[src/rtl/core/ihq_pkg.sv]
// ----------------------------------------------------------------------------
// ihq_pkg
// Types and constants for the indexed max-heap update queue.
// ----------------------------------------------------------------------------
package ihq_pkg;

    localparam int VERTEX_W = 7;
    localparam int PRIO_W   = 32;

    localparam logic signed [PRIO_W-1:0] UNSEEN_MARK = 32'sh8000_0001;

    localparam logic [1:0] FUNC_CLEAR   = 2'd0;
    localparam logic [1:0] FUNC_UPDATE  = 2'd1;
    localparam logic [1:0] FUNC_EXTRACT = 2'd2;
    localparam logic [1:0] FUNC_NONE    = 2'd3;

    typedef struct packed {
        logic [1:0]                func;
        logic [VERTEX_W-1:0]       vertex_id;
        logic signed [PRIO_W-1:0]  priority_req;
    } in_t;

    typedef struct packed {
        logic [VERTEX_W-1:0]       vertex_out;
        logic signed [PRIO_W-1:0]  priority_out;
        logic                      changed;
        logic                      queue_empty;
        logic                      error;
    } out_t;

    typedef enum logic [4:0] {
        S_IDLE,
        S_DISPATCH,
        S_UP_TEST,
        S_UP_PV,
        S_UP_CMP,
        S_RAISE_CHK,
        S_RB_TEST,
        S_SD_V,
        S_SD_PV,
        S_SD_TEST,
        S_SD_LH,
        S_SD_LP,
        S_SD_RH,
        S_SD_RP,
        S_SD_CMP,
        S_EX_V,
        S_EX_P,
        S_EX_L,
        S_DONE
    } state_t;

    typedef enum logic [4:0] {
        OP_NONE,
        OP_ACCEPT,
        OP_CLEAR,
        OP_SET_ERR,
        OP_INS,
        OP_WR_KV,
        OP_RD_PARENT,
        OP_RD_PRIO_HD,
        OP_UP_MOVE,
        OP_RD_PRIO_VID,
        OP_RAISE,
        OP_SD_START_R,
        OP_SD_LDV,
        OP_SD_LDPV,
        OP_RD_LEFT,
        OP_LD_PC,
        OP_LD_PC_RD_R,
        OP_RD_PRIO_HD1,
        OP_TAKE_RIGHT,
        OP_SD_MOVE,
        OP_RD_ROOT,
        OP_EX_LDV,
        OP_EX_LDP,
        OP_EX_MOVE,
        OP_FINISH
    } dp_op_t;

    typedef struct packed {
        logic [1:0] func;
        logic       bad_upd;
        logic       unseen;
        logic       full;
        logic       empty;
        logic       count_one;
        logic       k_is_root;
        logic       k_is_leaf;
        logic       has_right;
        logic       up_le;
        logic       raise_ok;
        logic       right_gt;
        logic       stop;
        logic       r_zero;
        logic       out_busy;
    } dp_status_t;

endpackage

[src/rtl/core/ihq_ctrl.sv]
// ----------------------------------------------------------------------------
// ihq_ctrl
// Sequencer for clear, insert/sift-up, raise/rebuild and extract/sift-down.
// ----------------------------------------------------------------------------
module ihq_ctrl
    import ihq_pkg::*;
(
    input  logic       clk,
    input  logic       rst_n,
    input  logic       in_valid,
    output logic       in_ready,
    input  dp_status_t st,
    output dp_op_t     op
);

    state_t state_reg, state_next;

    always_ff @(posedge clk or negedge rst_n)
    begin
        if (!rst_n)
        begin
            state_reg <= S_IDLE;
        end
        else
        begin
            state_reg <= state_next;
        end
    end

    assign in_ready = (state_reg == S_IDLE) && !st.out_busy;

    always_comb
    begin
        state_next = state_reg;
        op         = OP_NONE;
        case (state_reg)
            S_IDLE:
            begin
                if (in_valid && in_ready)
                begin
                    op         = OP_ACCEPT;
                    state_next = S_DISPATCH;
                end
            end
            S_DISPATCH:
            begin
                state_next = S_DONE;
                case (st.func)
                    FUNC_CLEAR: op = OP_CLEAR;
                    FUNC_UPDATE:
                    begin
                        if (!st.bad_upd)
                        begin
                            if (!st.unseen)
                            begin
                                op         = OP_RD_PRIO_VID;
                                state_next = S_RAISE_CHK;
                            end
                            else if (st.full)
                            begin
                                op = OP_SET_ERR;
                            end
                            else
                            begin
                                op         = OP_INS;
                                state_next = S_UP_TEST;
                            end
                        end
                    end
                    FUNC_EXTRACT:
                    begin
                        if (st.empty)
                        begin
                            op = OP_SET_ERR;
                        end
                        else
                        begin
                            op         = OP_RD_ROOT;
                            state_next = S_EX_V;
                        end
                    end
                    default: op = OP_NONE;
                endcase
            end
            S_UP_TEST:
            begin
                if (st.k_is_root)
                begin
                    op         = OP_WR_KV;
                    state_next = S_DONE;
                end
                else
                begin
                    op         = OP_RD_PARENT;
                    state_next = S_UP_PV;
                end
            end
            S_UP_PV:
            begin
                op         = OP_RD_PRIO_HD;
                state_next = S_UP_CMP;
            end
            S_UP_CMP:
            begin
                if (st.up_le)
                begin
                    op         = OP_UP_MOVE;
                    state_next = S_UP_TEST;
                end
                else
                begin
                    op         = OP_WR_KV;
                    state_next = S_DONE;
                end
            end
            S_RAISE_CHK:
            begin
                if (st.raise_ok)
                begin
                    op         = OP_RAISE;
                    state_next = S_RB_TEST;
                end
                else
                begin
                    state_next = S_DONE;
                end
            end
            S_RB_TEST:
            begin
                if (st.r_zero)
                begin
                    state_next = S_DONE;
                end
                else
                begin
                    op         = OP_SD_START_R;
                    state_next = S_SD_V;
                end
            end
            S_SD_V:
            begin
                op         = OP_SD_LDV;
                state_next = S_SD_PV;
            end
            S_SD_PV:
            begin
                op         = OP_SD_LDPV;
                state_next = S_SD_TEST;
            end
            S_SD_TEST:
            begin
                if (st.k_is_leaf)
                begin
                    op         = OP_WR_KV;
                    state_next = (st.func == FUNC_UPDATE) ? S_RB_TEST : S_DONE;
                end
                else
                begin
                    op         = OP_RD_LEFT;
                    state_next = S_SD_LH;
                end
            end
            S_SD_LH:
            begin
                op         = OP_RD_PRIO_HD;
                state_next = S_SD_LP;
            end
            S_SD_LP:
            begin
                if (st.has_right)
                begin
                    op         = OP_LD_PC_RD_R;
                    state_next = S_SD_RH;
                end
                else
                begin
                    op         = OP_LD_PC;
                    state_next = S_SD_CMP;
                end
            end
            S_SD_RH:
            begin
                op         = OP_RD_PRIO_HD1;
                state_next = S_SD_RP;
            end
            S_SD_RP:
            begin
                if (st.right_gt)
                begin
                    op = OP_TAKE_RIGHT;
                end
                state_next = S_SD_CMP;
            end
            S_SD_CMP:
            begin
                if (st.stop)
                begin
                    op         = OP_WR_KV;
                    state_next = (st.func == FUNC_UPDATE) ? S_RB_TEST : S_DONE;
                end
                else
                begin
                    op         = OP_SD_MOVE;
                    state_next = S_SD_TEST;
                end
            end
            S_EX_V:
            begin
                op         = OP_EX_LDV;
                state_next = S_EX_P;
            end
            S_EX_P:
            begin
                op         = OP_EX_LDP;
                state_next = S_EX_L;
            end
            S_EX_L:
            begin
                op         = OP_EX_MOVE;
                state_next = st.count_one ? S_DONE : S_SD_PV;
            end
            S_DONE:
            begin
                op         = OP_FINISH;
                state_next = S_IDLE;
            end
            default: state_next = S_IDLE;
        endcase
    end

`ifndef NO_ASSERTIONS
    a_accept_idle: assert property (@(posedge clk) disable iff (!rst_n)
        (op == OP_ACCEPT) |=> (state_reg == S_DISPATCH))
        else $error("accept did not enter dispatch");
    a_finish_idle: assert property (@(posedge clk) disable iff (!rst_n)
        (op == OP_FINISH) |=> (state_reg == S_IDLE) && !in_ready)
        else $error("finish did not block next request");
    a_ready_idle: assert property (@(posedge clk) disable iff (!rst_n)
        in_ready |-> (state_reg == S_IDLE) && !st.out_busy)
        else $error("ready outside idle");
`endif

endmodule

[config.mk]
export PLATFORM = sky130hd
export DESIGN_NAME = ihq_ctrl
export DESIGN_NICKNAME = d
export VERILOG_FILES = /design/src/rtl/core/ihq_pkg.sv /design/src/rtl/core/ihq_ctrl.sv
export SDC_FILE = /design/constraint.sdc
export NUM_CORES = 1
export LEC_CHECK = 0
export ABC_AREA = 1
export BUFFER_PORTS_ARGS = -buffer_cell sky130_fd_sc_hd__buf_2
export CORE_MARGIN = 1.5
export CORE_UTILIZATION = 53
export DETAILED_ROUTE_END_ITERATION = 10
export PLACE_DENSITY = 0.82
export SKIP_LAST_GASP = 1
export SYNTH_ARGS = -nofsm -noshare
export SYNTH_HDL_FRONTEND = slang
export SYNTH_SLANG_ARGS = --single-unit
[constraint.sdc]
create_clock -name clk -period 1.4 [get_ports clk]
set_input_delay 0.07 -clock clk [delete_from_list [all_inputs] [get_ports clk]]
set_output_delay 0.07 -clock clk [all_outputs]
set_load 0.02 [all_outputs]
==> impl_metrics.tcl, run 1 <==
set metrics [dict create \
    status "complete, but fails checks" \
    violations "setup timing" \
    hold_path.class "in -> reg" \
    critPathRequiredTime_ns 1.33 \
    largest_reg_flops 5 \
    syn_area_per_cell_um2 5.11 \
    rows 15 \
    fin_skew_ns 0.00159 \
    grt_max_degree 8 \
    peakVddDrop_uv 2200 \
    n_antenna_cell 0 \
    worst_slew_pin_slew_ns 0.284 \
    stdcell_area_um2 1460 \
    grt_pass1_wl_um 6270 \
    p_per_area_nw_per_um2 2160 \
    drv_cap 0 \
    synthCells 194 \
    grt_overflow 0 \
    h-tree-depth 1 \
    drive_gt1_share_pct 35.5 \
    synth_cell_types 19 \
    yosysSeqAreaShare_pct 12.6 \
    final_nets 269 \
    cts_made_buffers 3 \
    synth_area_leaders "nand2_1 21%, nor2_1 15%, inv_1 13%" \
    crit_arrival_ns 1.67 \
    syn-num-nets 217 \
    root_buffer "clkbuf_4" \
    setup.worst_path.class "reg -> out" \
    worst_slack_ns -0.344 \
    synth_largest_area_cell "nand2_1" \
    antenna_left 0 \
    first_global_vias 1474 \
    vias_per_cell 5.94 \
    die_w_um 46.2 \
    clk_latency_ns 0.27 \
    dpl_cell_area_um2 1260 \
    period_needed_ns 1.74 \
    drt_iter0_drc 153 \
    min_delay_path_depth 3 \
    syn_area_um2 991 \
    dieHeight_um 46.2 \
    port_buffers 24 \
    yosysWarnings 0 \
    fin_util_pct 83.5 \
    period_share_pct 125 \
    post-place-ws_ns -0.137 \
    place_congestion 1.03 \
    setup_viol 8 \
    synth-seq-cells 5 \
    start_util_pct 56.8 \
    clockBufferDepth 2 \
    leakagePower_uw 0.000878 \
    drc_errors 0 \
    yosysTopAreaCellShare_pct 20.8 \
    clock_sinks 5 \
    track_usage_pct 42.0 \
    wl_per_cell_um 15.5 \
    max_freq_mhz 573 \
    end_kind "primary output" \
    antenna_found_initial 0 \
    hold_viol 0 \
    cts_tree "yes" \
    synth_edf_count 0 \
    ys_top_cells_by_count "55 x nand2_1, 39 x nor2_1, 35 x inv_1" \
    clk_pin_slew_worst_paths_ns 0.05 \
    slew_violations 0 \
    path_max_fanout 7 \
    synthArstFlopShare_pct 100 \
    setup.worst_path.start_class "flip-flop" \
    syn2layout_area_growth_pct 47.1 \
    dieArea_um2 2140 \
    core_um2 1750 \
    rr_worst_depth 10 \
    drt_first_pass_iters 6 \
    yosys_most_used_dff "dfrtp_1" \
    place_hpwl_um 2780 \
    slew-limit-headroom_pct 80.8 \
    yosysMostFrequentCell "nand2_1" \
    rsz0062_at_grt "yes" \
    wl_um 4200 \
    routed-via-count 1603 \
    io_pins 25 \
]
-- path summary, 6_finish.rpt --
path	start	to	slack [ns]
hold reg to reg	state_reg[0]	state_reg[0]	0.83
min in group asynchronous	rst_n	state_reg[4]	0.17
max in group asynchronous	rst_n	state_reg[3]	1.08
setup reg to reg	state_reg[4]	state_reg[0]	-0.19
setup / recovery	state_reg[3]	op[0]	-0.34
hold / removal	in_valid	state_reg[0]	0.11
-- metal layers --
metal / vias to the layer above / share of wire (%) / wire [µm] / global-route usage [%]
met5: - / 0 / 0 / 8.57
li1: 712 / - / - / -
met1: 697 / 33 / 1380 / 48.7
met2: 146 / 47 / 1980 / 71.9
met3: 48 / 12 / 489 / 4.31
met4: 0 / 8.4 / 351 / 25.7
-- what timing repair did --
action                                  in CTS  in global routing
endpoints found under the hold margin        5                  0
hold buffers                                 1                  0
endpoints found under the setup margin       8                 11
gates resized for setup                     31                  8
pin swaps                                    5                  1
setup buffers                                5                  1
-- cells in the final DEF (no fill, tap or decap) --
master	count
ha_1	4
nand3_4	1
o22ai_1	1
inv_1	33
clkbuf_1	1
nand2_4	1
dlygate4sd3_1	1
nor3_1	2
nand3_1	16
buf_2	19
nor2_4	4
dfrtp_1	1
nand2_1	51
nand2_2	4
buf_6	5
dfrtp_2	4
buf_4	25
nor3_2	1
o21ai_0	5
a21oi_1	6
nor2_1	29
clkbuf_4	3
nand3_2	4
o21ai_1	1
a21oi_2	2
inv_2	3
nor2_2	11
nand4_1	7
-- kinds of logic after synthesis --
logic type                 Yosys count  synth area share [%]
AOI/OAI and AO/OA                   15                  7.70
adders and majority gates            4                  5.05
buffers and inverters               39                  16.7
DFF                                  5                  12.6
and+or+nand+nor                    131                  58.0
-- per-stage QoR --
stage / power [µW] / setup TNS [ns] / hold slack [ns] / cells
after global placement: 2240 / -0.470 / -0.112 / 259
after detailed placement: 2260 / -0.573 / -0.110 / 259
final: 3150 / -2.03 / 0.111 / 270
after global routing: 3270 / -2.62 / 0.145 / 270
after floorplan: 1610 / 0 / -0.226 / 194
after CTS: 2900 / -1.55 / 0.125 / 269
-- where the power goes --
part	total, µW	internal, µW	switching [µW]
clock	197	110	87.0
sequential	371	228	144
combinational	2580	1060	1520
total	3150	1400	1750
-- cell type report --
type	instances	area [µm²]
fillers	116	288
repair buffers	50	349
well taps	25	31.3
multi-input cells	150	786
flip-flops and latches	5	130
clock buffers	4	26.3
inverters	36	135
-- worst max-delay path, stage by stage, from the launching register on --
cell     delay (ns)
dfrtp_2        0.47
nand2_1        0.11
inv_1          0.10
nand3_2        0.14
nand2_1        0.06
nor2_1         0.11
nand2_1        0.06
nor2_1         0.14
nand2_1        0.08
buf_6          0.13
Power figures use the tool's default switching activity.
==> run 2: changes to the inputs <==
Settings changed: CORE_ASPECT_RATIO from default to 1.25, MAX_ROUTING_LAYER from default to met4, RECOVER_POWER from default to 25.
==> run 2 against run 1 <==
Compared with the run above: sequential share of layout area shrank 0.24 points; flip-flop and latch count is the same; fmax grew 0.32%; largest cell class unchanged; global-route usage shrank 2.1 points; hold slack gained 0.0063 ns; clock power shrank 12%; via count shrank 3.4%; largest power group unchanged; the flow still finishes with violations (setup timing); clock-buffer cell count is the same.
==> impl_metrics.tcl, run 2 (same netlist as run 1, synthesis figures left out) <==
set metrics [dict create \
    hold_viol 0 \
    drt_first_pass_iters 4 \
    antenna_left 0 \
    hold_slack_ns 0.117 \
    path_max_fanout 3 \
    drc_errors 0 \
    cp_cell_sequence "inv_2 > buf_4 > nand3_2 > nor2_1 > nand2_1 > nand2_1 > nor2_1 > nand3_1 > buf_6" \
    grt_max_degree 9 \
    setup.worst_path.class "reg -> out" \
    port_buffers 24 \
    final_nets 271 \
    core_um2 1770 \
    start_util_pct 56.1 \
    clock_sinks 5 \
    power_uw 3270 \
    leakagePower_uw 0.000888 \
    layout_common_cells "48 x nand2_1, 31 x inv_1, 28 x nor2_1" \
    status "complete, but fails checks" \
    crit_slowest_cell "dfrtp_1" \
    routed-via-count 1549 \
    critPathMaxStageDelay_ns 0.44 \
    grt_overflow 0 \
    fin_skew_ns 0.0128 \
    worst_slew_pin_slew_ns 0.346 \
    drive_gt1_share_pct 37.2 \
    violations "setup timing" \
    slew_violations 0 \
    clockBufferDepth 2 \
    n_antenna_cell 0 \
    wl_per_cell_um 15.3 \
    cts_made_buffers 3 \
    place_hpwl_um 2930 \
    place_congestion 1.06 \
    syn2layout_area_growth_pct 49.7 \
    track_usage_pct 39.9 \
    drt_iter0_drc 122 \
    drv_cap 0 \
    dp_cells 256 \
    dieHeight_um 51.3 \
    largest_reg_flops 5 \
    h-tree-depth 1 \
    dieArea_um2 2140 \
    grt_pass1_wl_um 6350 \
    first_global_vias 1463 \
    period_needed_ns 1.74 \
    critPathRequiredTime_ns 1.33 \
    end_kind "primary output" \
    post-place-ws_ns -0.119 \
    rsz0062_at_grt "yes" \
    mostFrequentLayoutCell "nand2_1" \
    p_per_area_nw_per_um2 2200 \
    die_w_um 41.7 \
    max_freq_mhz 575 \
    wl_um 4060 \
    final_cells 266 \
    root_buffer "clkbuf_4" \
    clk_pin_slew_worst_paths_ns 0.05 \
    io_pins 25 \
    setup.worst_path.start_class "flip-flop" \
    clk_latency_ns 0.25 \
    hold_path.class "in -> reg" \
    setup_tns_ns -1.84 \
    period_share_pct 124 \
    peakVddDrop_uv 1580 \
    cts_tree "yes" \
    vias_per_cell 5.82 \
    worst_slack_ns -0.339 \
    crit_arrival_ns 1.67 \
    reg2reg_slack_ns -0.11 \
    antenna_found_initial 0 \
    slew-limit-headroom_pct 76.7 \
    setup_viol 9 \
    rows 17 \
]
run 2: where the power goes:
group / internal (µW) / leakage (µW) / switching, µW / total (µW)
clock network: 108 / 0.0000150 / 66.0 / 174
logic: 1200 / 0.000812 / 1520 / 2720
registers: 225 / 0.0000608 / 155 / 380
run 2: per-stage QoR:
step	util, %	instance area [µm²]
floorplan	-	996
global placement	72.2	1270
detailed placement	72.2	1270
CTS	80.1	1410
global route	84.1	1480
finish	84.1	1480
run 2: area by class of cell:
class | instances | area [µm²]
Multi-Input combinational cell | 150 | 796
Timing Repair Buffer | 52 | 374
Fill cell | 118 | 282
Inverter | 36 | 135
Sequential cell | 5 | 129
Clock buffer | 4 | 26.3
Tap cell | 19 | 23.8
run 2: worst max-delay path: cells and delay by family (launching register included):
family                 cells  cell delay [ns]
buffers and inverters      3             0.36
DFF                        1             0.44
and+or+nand+nor            6             0.61
run 2: routing by layer:
layer | wire length (µm) | global-route usage (%) | vias to the layer above
met5 | 0 | - | -
met4 | 391 | 30.6 | 0
met3 | 395 | 6.01 | 46
met2 | 1860 | 65.4 | 130
met1 | 1420 | 43.1 | 658
li1 | - | - | 715
run 2: what timing repair did:
action,4_1_cts,5_1_grt
endpoints found under the setup margin,8,11
hold endpoints to repair,5,0
gates resized for setup,26,22
pin swaps,5,5
hold buffers,1,0
setup buffers,4,1
run 2: path summary, 6_finish.rpt:
path | cells after the start | start | to
min in group asynchronous | 2 | rst_n | state_reg[3]
worst min-delay path | 3 | in_valid | state_reg[0]
max in group asynchronous | 2 | rst_n | state_reg[0]
worst max register to register | 8 | state_reg[3] | state_reg[0]
worst min register to register | 5 | state_reg[2] | state_reg[0]
worst max-delay path | 9 | state_reg[4] | op[1]
